$ cat config.mk
export PLATFORM = sky130hd
export DESIGN_NAME = bbis_div
export DESIGN_NICKNAME = d
export VERILOG_FILES = /design/src/rtl/bbis_div.sv
export SDC_FILE = /design/constraint.sdc
export NUM_CORES = 1
export LEC_CHECK = 0
export BUFFER_PORTS_ARGS = -buffer_cell sky130_fd_sc_hd__buf_2
export CELL_PAD_IN_SITES_DETAIL_PLACEMENT = 1
export CELL_PAD_IN_SITES_GLOBAL_PLACEMENT = 2
export CORE_MARGIN = 2
export CORE_UTILIZATION = 35
export DETAILED_ROUTE_END_ITERATION = 8
export GPL_TIMING_DRIVEN = 0
export HOLD_SLACK_MARGIN = 0.12
export PLACE_DENSITY_LB_ADDON = 0.1
export SLEW_MARGIN = 20
export SYNTH_ARGS = -nofsm -noshare
export SYNTH_HDL_FRONTEND = slang
export SYNTH_SLANG_ARGS = --single-unit
$ cat constraint.sdc
create_clock -name clk_i -period 3.15 [get_ports clk_i]
set_clock_uncertainty 0.1 [all_clocks]
set_input_delay 0.1575 -clock clk_i [delete_from_list [all_inputs] [get_ports clk_i]]
set_output_delay 0.1575 -clock clk_i [all_outputs]
set_load 0.02 [all_outputs]
$ cat src/rtl/bbis_div.sv
// Iterative restoring divider, one quotient bit per cycle.
module bbis_div (
  input  logic        clk_i,
  input  logic        rst_ni,
  input  logic        start_i,
  input  logic [31:0] num_i,
  input  logic [15:0] den_i,
  output logic        done_o,
  output logic [31:0] quo_o
);
  logic [31:0] q_q, q_d;
  logic [16:0] r_q, r_d;
  logic [15:0] den_q, den_d;
  logic [5:0] cnt_q, cnt_d;
  logic busy_q, busy_d, done_q, done_d;
  logic [16:0] sh;

  always_comb begin
    q_d = q_q; r_d = r_q; den_d = den_q; cnt_d = cnt_q;
    busy_d = busy_q; done_d = 1'b0;
    sh = '0;
    if (start_i) begin
      q_d = num_i; r_d = '0; den_d = den_i; cnt_d = 6'd32; busy_d = 1'b1;
    end else if (busy_q) begin
      sh = {r_q[15:0], q_q[31]};
      q_d = {q_q[30:0], 1'b0};
      if (sh >= {1'b0, den_q}) begin
        r_d = sh - {1'b0, den_q};
        q_d[0] = 1'b1;
      end else begin
        r_d = sh;
      end
      cnt_d = cnt_q - 6'd1;
      if (cnt_q == 6'd1) begin
        busy_d = 1'b0;
        done_d = 1'b1;
      end
    end
  end

  always_ff @(posedge clk_i or negedge rst_ni) begin
    if (!rst_ni) begin
      busy_q <= 1'b0; done_q <= 1'b0; cnt_q <= '0;
    end else begin
      busy_q <= busy_d; done_q <= done_d; cnt_q <= cnt_d;
    end
  end

  always_ff @(posedge clk_i) begin
    q_q <= q_d; r_q <= r_d; den_q <= den_d;
  end

  assign done_o = done_q;
  assign quo_o = q_q;
endmodule

==> results.txt <==
Counting flops with a built-in enable in the synthesized netlist gives 48. The run gives 53.2% as the max-slew headroom at the worst pin. Of the available clock period, the critical path in the final layout requires 89.0%. In this run the power density over the cells is 514 nW/µm². After detailed routing, the number of vias per cell comes to 5.21. The tools report the total negative slack as 0 ns. The biggest area contributor in the post-synthesis netlist is sky130_fd_sc_hd__edfxtp_1. The area share of the largest cell type after synthesis is 36.6%, and the portion of the post-synthesis area used by sequential elements is 49.9%. The cell type group with the largest total delay on the critical path is compound AO/OA/AOI/OAI gates. STA classifies the critical path startpoint as a flip-flop. The clock sink count is 72, and the source-to-sink clock delay at the later pin of the worst-skew pair is 0.37 ns. For the via count of the first global-routing pass, the log shows 3684. Final antenna-violating net count: 0. The layer flagged by global routing as most heavily used is met2. The number of pins with negative max-slew slack in the final report is 0. The routed design has 11.8 mm of wire. The run gives 0 as the initial antenna violation count.

The initialized floorplan defines 38 standard-cell rows. The sink of the worst hold path is den_q[12]. Synthesis produced a netlist with a net count of 431. The filler cells instantiated in the layout total 1213. The number of buffers inserted during clock tree synthesis was 9. Setup slack on the worst reg-to-reg path comes out at 0.35 ns.

For this run, global-route usage on met3 was measured as 6.76%. Global routing consumed, on the met1 layer, 26.6% of the routing resources. The repair_antennas step left the layout with diodes totalling 0. The cell at the root of the clock tree is sky130_fd_sc_hd__clkbuf_8. Endpoint type of the worst setup path: a flip-flop. Timing would allow up to 357 MHz. Buffers placed on the I/O ports in this run total 83.

Effective utilization at floorplan: 36.1%. The weighted congestion reported at the end of routability-driven placement is 0.849. The met2 capacity usage during global routing was 34.3%. The synthesized flop and latch total is 72. The endpoint identified for the worst register-to-register timing path is quo_o[0]. The remaining design rule violation count is 0, and the peak supply drop is 0.379 mV.

After clock tree synthesis, the setup repair step added 0 buffers. The number of maximum-capacitance constraint violations was 0; the critical path buffer and inverter count was 2. The slack of the critical path was 0.347 ns.

The logs give 3930 µm² for the summed instance area of the synthesized netlist and 132 for the DRC violation total after the first TritonRoute iteration. The first global-routing pass estimated 19.2 mm of wire. Mean post-synth cell area: 10.9 µm². TritonCTS built the clock tree. The arrival time reported for the critical path endpoint was 2.80 ns.

The combined global-route utilization of all metal layers was 21.1%; the remaining global-route overflow was 0. Leaving out fill and tap cells, the most frequent cells in the layout are 85 x sky130_fd_sc_hd__buf_2, 50 x sky130_fd_sc_hd__dlygate4sd3_1, 48 x sky130_fd_sc_hd__edfxtp_1, 31 x sky130_fd_sc_hd__mux2_2, 26 x sky130_fd_sc_hd__nand2_1. The Yosys step of the flow raised 0 warnings. Setup repair after global routing left no endpoint under its margin.

The logs give 52 for the count of unique library cells instantiated by Yosys and 84 for the number of I/O pins. The setup path with the least slack is of type reg2reg. The worst hold margin is 0.230 ns, and the final count of negative-setup-slack endpoints is 0. The die covers 12100 µm².

The final net count was 575. The dominant synthesized flop cell was sky130_fd_sc_hd__edfxtp_1. The post-layout minimum cycle time works out to 2.80 ns.

The library cell used most frequently in the layout, excluding fill and tap cells, is sky130_fd_sc_hd__buf_2. For the pin with the worst max-slew slack, the measured transition is 0.700 ns. The critical path's largest stage delay was 0.45 ns; the maximum net fanout on the critical path was 10.

Entering global routing, the biggest net connects 34 pins. Before antenna repair, the detailed router went through 4 iterations. The H-tree was split into 3 levels.

The number of buffers on the longest clock path was 2. After synthesis, the cell types taking the most area are sky130_fd_sc_hd__edfxtp_1 37%, sky130_fd_sc_hd__mux2_2 8.9%, sky130_fd_sc_hd__dfxtp_1 8.1%. Of all flip-flops after synthesis, the portion carrying an async set or reset was 11.1%. The routed wire length per instance came out at 18.2 µm. Walking the worst path, the cells encountered are inv_1 > ha_1 > nand3_1 > o22ai_1 > a221o_1 > a221oi_2 > buf_2 > o21ai_0.

Detailed routing inserted a total of 3385 vias. The placeable core area is 10900 µm², and the total count of hold-check failures in the final report is 0. Timing analysis after detailed placement gives a worst setup slack of 0.192 ns. The worst hold path begins at start_i. The beginning of the worst register-to-register path is den_q[7]. Clock-pin slew was measured on the worst setup and hold paths at 0.09 ns. Measured in cells, the most critical reg-to-reg path has a length of 8. In this run the worst hold path is classified as in2reg.

Required time of the worst setup path: 3.15 ns. Measured along the x axis, the die boundary spans 110 µm. The post-route netlist has 27.3% of its cells at a drive strength greater than 1. The count of mapped cells out of synthesis is 361.

The height of the die was 110 µm. For the leakage component of the power, the log shows 2.22 nW. The run finished with clean final reports. The area growth from synthesis to layout is 33.2%. The largest individual stage delay along the critical path comes from the cell sky130_fd_sc_hd__a221o_1. For the estimated wirelength of the detail-placed design, the log shows 8.09 mm.

The number of stages on the worst hold path was 1.
Yosys cell counts, drive strengths merged, types with 7 or more instances:
master   n
edfxtp  48
mux2    31
nand2   26
inv     25
nor2    25
ha      18
o21ai   18
a21oi   17
dfxtp   16
nand3   13
clkbuf   9
dfrtp    8
buf      7
nor3     7
xnor2    7
per-stage QoR:
stage          cell area (µm²)  utilization [%]  instances  total power, mW
6_report                  5240             48.1        650             2.69
5_1_grt                   5240             48.1        650             2.85
4_1_cts                   5230             48.1        650             2.72
3_5_place_dp              4520             41.6        584             1.87
3_3_place_gp              4520             41.6        584             1.85
2_1_floorplan             3930                -        361             1.65
final cells by class:
class | count | area (µm²) | share of cell area [%]
multi-input combinational | 248 | 1810 | 34.5
sequential | 72 | 1960 | 37.4
inverter | 25 | 93.8 | 1.79
clock inverter | 5 | 45.0 | 0.860
timing repair buffer | 133 | 916 | 17.5
buffer | 16 | 77.6 | 1.48
clock buffer | 11 | 163 | 3.10
tap | 140 | 175 | 3.34
registers in the layout (all words and copies together), names as in the netlist:
signal,cells
busy_q,1
cnt_q,6
den_q,16
done_o,1
quo_o,32
r_q,16
logic make-up (layout without fill, tap and decap cells):
family / after synthesis / count (layout) / share of synthesized area, %
DFF: 72 / 72 / 49.9
AOI/OAI and AO/OA: 79 / 79 / 13.7
adders and majority gates: 19 / 19 / 6.23
muxes: 36 / 36 / 10.1
and+or+nand+nor: 102 / 102 / 13.0
xor gates and xnor gates: 12 / 12 / 2.67
buffers and inverters: 41 / 190 / 4.36
what timing repair did:
| item | in CTS | in global routing |
|---|---|---|
| endpoints found under the hold margin | 56 | 0 |
| endpoints found under the setup margin | 0 | 1 |
| hold buffers | 50 | 0 |
| gates resized for setup | 0 | 1 |
routing by layer:
metal	part of all wire [%]	wire [µm]
met4	1.6	187
met3	5.5	654
met1	45	5370
met5	0	0
met2	48	5630
worst reg2reg max path, stage by stage (launching register included):
cell and delay (ns):
sky130_fd_sc_hd__edfxtp_1 0.34, sky130_fd_sc_hd__inv_1 0.05, sky130_fd_sc_hd__ha_1 0.39, sky130_fd_sc_hd__nand3_1 0.18, sky130_fd_sc_hd__o22ai_1 0.20, sky130_fd_sc_hd__a221o_1 0.45
sky130_fd_sc_hd__a221oi_2 0.42, sky130_fd_sc_hd__buf_2 0.30, sky130_fd_sc_hd__o21ai_0 0.10
worst max-delay path by stage:
stage               startpoint        to  slack (ns)  depth (start not counted)
finish                den_q[7]  quo_o[0]        0.35                          8
global route         den_q[15]  quo_o[0]        0.12                          9
CTS                   den_q[6]  quo_o[0]        0.17                          8
detailed placement    den_q[7]  quo_o[0]        0.19                          8
global placement        r_q[7]  quo_o[0]        0.15                          7
floorplan            den_q[10]  quo_o[0]        0.70                          9
where the power goes:
group	internal [mW]	leakage (nW)	switching (mW)	total [mW]
clock network	0.368	0.104	0.414	0.782
logic	0.297	1.39	0.391	0.688
registers	1.14	0.724	0.0795	1.22
No activity file was read; power rests on OpenSTA's default activity.
