## src/rtl/bbis_pkg.sv

```systemverilog
// Package with shared types and constants of the image scaler.
package bbis_pkg;
  localparam int unsigned MaxW = 256;
  localparam int unsigned MaxH = 256;
  localparam int unsigned AddrW = 16;
  localparam int unsigned CntW = 17;

  localparam logic [2:0] RegImgW = 3'd0;
  localparam logic [2:0] RegImgH = 3'd1;
  localparam logic [2:0] RegRx = 3'd2;
  localparam logic [2:0] RegRy = 3'd3;
  localparam logic [2:0] RegRw = 3'd4;
  localparam logic [2:0] RegRh = 3'd5;
  localparam logic [2:0] RegDw = 3'd6;
  localparam logic [2:0] RegDh = 3'd7;

  localparam logic [1:0] StOk = 2'd0;
  localparam logic [1:0] StRegion = 2'd1;
  localparam logic [1:0] StNotReady = 2'd2;

  // Clamp a 9-bit size register to 1..256 (width and height share one maximum).
  function automatic logic [8:0] eff_size(input logic [8:0] v);
    logic [8:0] r;
    r = v;
    if (v == 9'd0) r = 9'd1;
    else if (v > 9'(MaxW)) r = 9'(MaxW);
    return r;
  endfunction

  // Request to the pass unit for one 1-D scaling line.
  typedef struct packed {
    logic        go;
    logic        vert;
    logic [15:0] sb;
    logic [15:0] ss;
    logic [8:0]  n_src;
    logic [15:0] db;
    logic [15:0] ds;
    logic [8:0]  n_dst;
  } pass_req_t;
endpackage

```

## src/rtl/bbis_pass.sv

```systemverilog
// Sequencer for one 1-D scaling line, driving the shared divider and the stores.
module bbis_pass (
  input  logic                clk_i,
  input  logic                rst_ni,
  input  bbis_pkg::pass_req_t req_i,
  output logic                done_o,
  output logic                rd_en_o,
  output logic [15:0]         rd_addr_o,
  input  logic [31:0]         rd_data_i,
  output logic                wr_en_o,
  output logic [15:0]         wr_addr_o,
  output logic [31:0]         wr_data_o,
  output logic                div_start_o,
  output logic [31:0]         div_num_o,
  output logic [15:0]         div_den_o,
  input  logic                div_done_i,
  input  logic [31:0]         div_quo_i
);
  import bbis_pkg::*;

  typedef enum logic [11:0] {
    S_IDLE  = 12'b000000000001,
    S_STEP  = 12'b000000000010,
    S_EPOS  = 12'b000000000100,
    S_ERDA  = 12'b000000001000,
    S_ERDB  = 12'b000000010000,
    S_EMIX  = 12'b000000100000,
    S_RMAP  = 12'b000001000000,
    S_RWAIT = 12'b000010000000,
    S_RRD   = 12'b000100000000,
    S_RACC  = 12'b001000000000,
    S_RDIV  = 12'b010000000000,
    S_RDW   = 12'b100000000000
  } st_e;

  st_e st_q, st_d;
  pass_req_t rq_q, rq_d;
  logic [16:0] step_q, step_d;
  logic [8:0] j_q, j_d;
  logic [8:0] i_q, i_d;
  logic [7:0] t_q, t_d;
  logic [8:0] p0_q, p0_d, p1_q, p1_d;
  logic [31:0] a_q, a_d;
  logic [8:0] k_q, k_d, last_q, last_d;
  logic [8:0] cnt_q, cnt_d;
  logic [16:0] sum_q [4];
  logic [16:0] sum_d [4];
  logic [1:0] ch_q, ch_d;
  logic [31:0] out_q, out_d;
  logic first_q, first_d;
  logic [24:0] pos;
  logic [8:0] ip;
  logic [8:0] nm1;
  logic [16:0] ofs;
  logic [15:0] mix [4];
  logic [24:0] prod;

  assign nm1 = rq_q.n_src - 9'd1;
  assign pos = {8'd0, step_q} * {16'd0, j_q};

  always_comb begin
    for (int c = 0; c < 4; c++) begin
      mix[c] = 16'(({8'd0, a_q[8*c +: 8]} * {8'd0, 8'd255 - t_q}
               + {8'd0, rd_data_i[8*c +: 8]} * {8'd0, t_q}));
    end
  end

  always_comb begin
    st_d = st_q; rq_d = rq_q; step_d = step_q; j_d = j_q; i_d = i_q; t_d = t_q;
    p0_d = p0_q; p1_d = p1_q; a_d = a_q; k_d = k_q; last_d = last_q; cnt_d = cnt_q;
    sum_d = sum_q; ch_d = ch_q; out_d = out_q; first_d = first_q;
    done_o = 1'b0; rd_en_o = 1'b0; rd_addr_o = '0; wr_en_o = 1'b0;
    wr_addr_o = '0; wr_data_o = '0; div_start_o = 1'b0; div_num_o = '0; div_den_o = '0;
    ip = '0; ofs = '0; prod = '0;
    case (st_q)
      S_IDLE: begin
        if (req_i.go) begin
          rq_d = req_i; j_d = '0; i_d = '0; cnt_d = '0; first_d = 1'b1;
          for (int c = 0; c < 4; c++) sum_d[c] = '0;
          if (req_i.n_dst > req_i.n_src) begin
            div_start_o = 1'b1;
            div_num_o = {7'd0, req_i.n_src, 16'd0};
            div_den_o = {7'd0, req_i.n_dst};
            st_d = S_STEP;
          end else begin
            st_d = S_RMAP;
          end
        end
      end
      S_STEP: begin
        if (div_done_i) begin
          step_d = div_quo_i[16:0];
          st_d = S_EPOS;
        end
      end
      S_EPOS: begin
        t_d = '0; ip = '0;
        if (pos >= 25'h8000) begin
          prod = 25'(pos - 25'h8000);
          ip = prod[24:16];
          t_d = 8'(({8'd0, prod[15:0]} * 24'd255) >> 16);
        end
        p0_d = (ip < nm1) ? ip : nm1;
        p1_d = ((ip + 9'd1) < nm1) ? ip + 9'd1 : nm1;
        st_d = S_ERDA;
      end
      S_ERDA: begin
        rd_en_o = 1'b1;
        rd_addr_o = 16'(rq_q.sb + 16'(rq_q.ss * {7'd0, p0_q}));
        st_d = S_ERDB;
      end
      S_ERDB: begin
        a_d = rd_data_i;
        rd_en_o = 1'b1;
        rd_addr_o = 16'(rq_q.sb + 16'(rq_q.ss * {7'd0, p1_q}));
        st_d = S_EMIX;
      end
      S_EMIX: begin
        wr_en_o = 1'b1;
        wr_addr_o = 16'(rq_q.db + 16'(rq_q.ds * {7'd0, j_q}));
        for (int c = 0; c < 4; c++) wr_data_o[8*c +: 8] = mix[c][15:8];
        j_d = j_q + 9'd1;
        if (j_d == rq_q.n_dst) begin
          st_d = S_IDLE; done_o = 1'b1;
        end else begin
          st_d = S_EPOS;
        end
      end
      S_RMAP: begin
        if (i_q == rq_q.n_src) begin
          k_d = rq_q.n_dst;
          st_d = S_RWAIT;
        end else if (rq_q.n_src == 9'd1) begin
          k_d = '0;
          st_d = S_RWAIT;
        end else begin
          div_start_o = 1'b1;
          div_num_o = 32'({9'd0, i_q} * {9'd0, rq_q.n_dst});
          div_den_o = {7'd0, nm1};
          st_d = S_RWAIT;
          k_d = 9'h1ff;
        end
      end
      S_RWAIT: begin
        if (k_q != 9'h1ff || div_done_i) begin
          if (k_q == 9'h1ff) begin
            k_d = (div_quo_i >= {23'd0, rq_q.n_dst - 9'd1}) ? rq_q.n_dst - 9'd1
                  : div_quo_i[8:0];
          end
          if (first_q) last_d = k_d;
          first_d = 1'b0;
          if ((first_q ? 1'b0 : (k_d != last_q)) && cnt_q != 9'd0) begin
            ch_d = '0;
            st_d = S_RDIV;
          end else begin
            last_d = k_d;
            st_d = S_RRD;
          end
        end
      end
      S_RDIV: begin
        div_start_o = 1'b1;
        div_num_o = {15'd0, sum_q[ch_q]};
        div_den_o = {7'd0, cnt_q};
        st_d = S_RDW;
      end
      S_RDW: begin
        if (div_done_i) begin
          out_d[8*ch_q +: 8] = div_quo_i[7:0];
          if (ch_q == 2'd3) begin
            wr_en_o = 1'b1;
            wr_addr_o = 16'(rq_q.db + 16'(rq_q.ds * {7'd0, last_q}));
            wr_data_o = {div_quo_i[7:0], out_q[23:0]};
            for (int c = 0; c < 4; c++) sum_d[c] = '0;
            cnt_d = '0;
            last_d = k_q;
            st_d = S_RRD;
          end else begin
            ch_d = ch_q + 2'd1;
            st_d = S_RDIV;
          end
        end
      end
      S_RRD: begin
        if (i_q == rq_q.n_src) begin
          st_d = S_IDLE; done_o = 1'b1;
        end else begin
          rd_en_o = 1'b1;
          ofs = 17'(rq_q.ss * {7'd0, i_q});
          rd_addr_o = 16'(rq_q.sb + ofs[15:0]);
          st_d = S_RACC;
        end
      end
      S_RACC: begin
        for (int c = 0; c < 4; c++) sum_d[c] = sum_q[c] + {9'd0, rd_data_i[8*c +: 8]};
        cnt_d = cnt_q + 9'd1;
        i_d = i_q + 9'd1;
        st_d = S_RMAP;
      end
      default: st_d = S_IDLE;
    endcase
  end

  always_ff @(posedge clk_i or negedge rst_ni) begin
    if (!rst_ni) begin
      st_q <= S_IDLE;
    end else begin
      st_q <= st_d;
    end
  end

  always_ff @(posedge clk_i) begin
    rq_q <= rq_d; step_q <= step_d; j_q <= j_d; i_q <= i_d; t_q <= t_d;
    p0_q <= p0_d; p1_q <= p1_d; a_q <= a_d; k_q <= k_d; last_q <= last_d;
    cnt_q <= cnt_d; sum_q <= sum_d; ch_q <= ch_d; out_q <= out_d; first_q <= first_d;
  end
endmodule

```

## config.mk

```make
export PLATFORM = sky130hd
export DESIGN_NAME = bbis_pass
export DESIGN_NICKNAME = d
export VERILOG_FILES = /design/src/rtl/bbis_pkg.sv /design/src/rtl/bbis_pass.sv
export SDC_FILE = /design/constraint.sdc
export NUM_CORES = 2
export LEC_CHECK = 0
export ABC_AREA = 1
export BUFFER_PORTS_ARGS = -buffer_cell sky130_fd_sc_hd__buf_2
export CAP_MARGIN = 10
export CORE_MARGIN = 8
export CORE_UTILIZATION = 40
export DETAILED_ROUTE_END_ITERATION = 8
export PLACE_DENSITY_LB_ADDON = 0.2
export SKIP_LAST_GASP = 1
export SLEW_MARGIN = 20
export SYNTH_ARGS = -nofsm -noshare
export SYNTH_HDL_FRONTEND = slang
export SYNTH_SLANG_ARGS = --single-unit
export TNS_END_PERCENT = 30
```

## constraint.sdc

```tcl
create_clock -name clk_i -period 17.3 [get_ports clk_i]
set_clock_uncertainty 0.15 [all_clocks]
set_input_delay 1.73 -clock clk_i [delete_from_list [all_inputs] [get_ports clk_i]]
set_output_delay 1.73 -clock clk_i [all_outputs]
set_load 0.005 [all_outputs]
```

==> impl_metrics.csv <==
group,metric,value,unit
clocking,h-tree-depth,2,
sta,tns,0,ns
clocking,tritoncts,"done",
floorplan,placementRows,143,
sta,finalMaxSlewViolations,0,
final_layout,final_common_cell,"inv_1",
floorplan,initial_core_util,40.2,%
setup_path,worst-path-max-fanout,41,
worst_hold_path,min_path_type,"reg -> reg",
setup_path,crit_path_top_delay_cell,"inv_1",
grt,globalRoute.totalOverflow,0,
sta,post-route-period-util,56.7,%
synthesis,synth_edf_count,297,
synthesis,synth.distinct_cells,63,
route,maxUsedRoutingLayer,"met4",
sta,rsz0062_at_grt,"false",
setup_path,cp.arrival,7.93,ns
route,drt_iter0_markers,2887,
placed_design,hpwlAfterDp,136000,um
synthesis,yosys.area.top_type,"fa_1",
synthesis,synth_ff_type,"edfxtp_1",
clocking,ctsResizeCount,0,
synthesis,async_flop_share,3.88,%
grt,grt_max_degree,69,
setup_path,cp-end-kind,"output pin",
final_layout,fin_area,65300,sq um
floorplan,dieArea,165000,sq um
final_layout,fin_cells,9713,
status,status,"complete, no violations",
placed_design,io_buffers,251,
placed_design,dp_cells,9629,
synthesis,postSynthAreaPerCell,8.02,sq um
final_layout,drive_gt1_share,5.71,%
setup_path,crit_path_start_kind,"flop",
route,vias,47500,
setup_path,max_stage_delay,0.69,ns
grt,grt_antenna_before_repair,17,
clocking,postCtsSetupRepairBufs,0,
clocking,insertion_delay,0.62,ns
floorplan,die_h,406,um
clocking,clock_sinks,309,
placed_design,globalplace.congestion,0.895,
floorplan,core_area,151000,sq um
route,post-route-drc-count,0,
route,drt_pass1_iterations,6,
route,totalWireLength,171000,um
synthesis,synthCells,7584,
setup_path,cpMostUsedCell,"nand2_1",
final_layout,final_cell_mix,"inv_1 (2020), nand2_1 (1830), fa_1 (998), ha_1 (607), nor2_1 (446)",
clocking,clk_root_buffer_cell,"clkbuf_16",
floorplan,die_w,406,um
synthesis,yosysTopAreaCellShare,32.9,%
synthesis,synth-warning-count,0,
synthesis,synth-seq-cells,309,
grt,track_usage,20.9,%
floorplan,num_io_pins,267,
synthesis,syn_area,60800,sq um
setup_path,required,15.42,ns
job,cap_violations,0,
sta,relSlewSlack,29.5,%
route,wl_met2,81800,um
synthesis,synth_area_leaders,"fa_1 (33%), edfxtp_1 (15%), ha_1 (12%)",
route,wl_met3,8700,um
placed_design,dpl_cell_area,63900,sq um
route,routedWlPerCell,17.6,um
clocking,clkTransAtPathRegs,0.06,ns
synthesis,synth-seq-area-share,15.2,%
final_layout,area_growth,7.38,%
final_layout,final_nets,9399,
setup_path,cp.buffers_inverters,6,
clocking,cts_max_path_buffers,3,
route,ant_nets,0,
sta,fmax,102,MHz
setup_path,path_class,"reg -> out",
sta,hold_viol_final,0,
sta,max_slew.worst_pin.slew,1.06,ns
route,avgViaCountPerCell,4.89,
sta,finalSetupViolCount,0,
setup_path,cpLargestDelayFamily,"adder cells",
sta,fin_crit,9.81,ns
clocking,numCtsBuffers,42,
grt,first_global_vias,49500,
route,wl_met1,73700,um
grt,grt_pass1_wl,273000,um
clocking,postCtsHoldBufs,0,
-- layer usage --
metal  GRT usage [%]  vias up
met3            2.53      236
met5               0        -
met1            27.6    23500
met4            7.38        0
met2            35.6     1118
li1                -    22600
-- cells in the mapped netlist, types with 11 or more instances --
library cell and n:
o21bai_1 11, inv_1 2021, xnor2_1 72, buf_4 14, nor3_1 43, o22ai_1 24
nor2_1 448, edfxtp_1 297, nand4_1 42, ha_1 607, o221ai_1 19, nand2_1 1830
nand3_1 129, clkbuf_2 15, xor2_1 99, buf_1 26, a32o_1 11, dfrtp_1 11
o21ai_0 190, clkbuf_1 250, a21o_1 15, or2_2 15, a31oi_1 15, fa_1 998
a21oi_1 225, nor4_1 15
-- sequential cells by signal (all words and copies together) (netlist names), 12 cells and up --
name,flops
rq_q,82
out_q,24
step_q,17
sum_q,68
a_q,32
st_q,12
-- metrics by stage --
stage / util, % / worst slack, ns / hold slack, ns
floorplan: - / 8.79 / 0.285
global placement: 42.2 / 7.93 / 0.321
detailed placement: 42.2 / 7.92 / 0.334
CTS: 43.1 / 7.49 / 0.342
global route: 43.1 / 6.96 / 0.372
finish: 43.1 / 7.49 / 0.342
-- logic make-up after synthesis --
group | share of synthesized area, %
buffers and inverters | 14.6
DFF | 15.2
adders and majority gates | 45.3
xor gates and xnor gates | 2.46
and+or+nand+nor | 16.8
other | 0.00617
AOI/OAI and AO/OA | 5.62
-- final cells by class --
| class | instances | area [sq um] |
|---|---|---|
| inverters | 2028 | 7610 |
| diodes | 8 | 20.0 |
| clock buffers | 53 | 1090 |
| clock inverters | 23 | 254 |
| multi-input cells | 4948 | 42800 |
| well taps | 2030 | 2540 |
| flip-flops and latches | 309 | 9220 |
| fillers | 15300 | 86100 |
| repair buffers | 314 | 1730 |
-- worst paths after layout --
kind	start	endpoint	slack [ns]	cells past startpoint
min reg2reg	st_q[3]$_DFFE_PN0P_	st_q[3]$_DFFE_PN0P_	0.34	1
max in group asynchronous	rst_ni	st_q[0]$_DFFE_PN1P_	15.86	1
max reg2reg	j_q[0]$_SDFFCE_PN0P_	p1_q[6]$_DFFE_PP_	8.14	41
min	st_q[3]$_DFFE_PN0P_	st_q[3]$_DFFE_PN0P_	0.34	1
max	t_q[5]$_SDFFCE_PN0P_	wr_data_o[22]	7.49	31
min in group asynchronous	rst_ni	st_q[6]$_DFFE_PN0P_	0.86	1
Power is not shown: default switching activity piles up to over one toggle a cycle in this logic, so the estimate is an artifact.
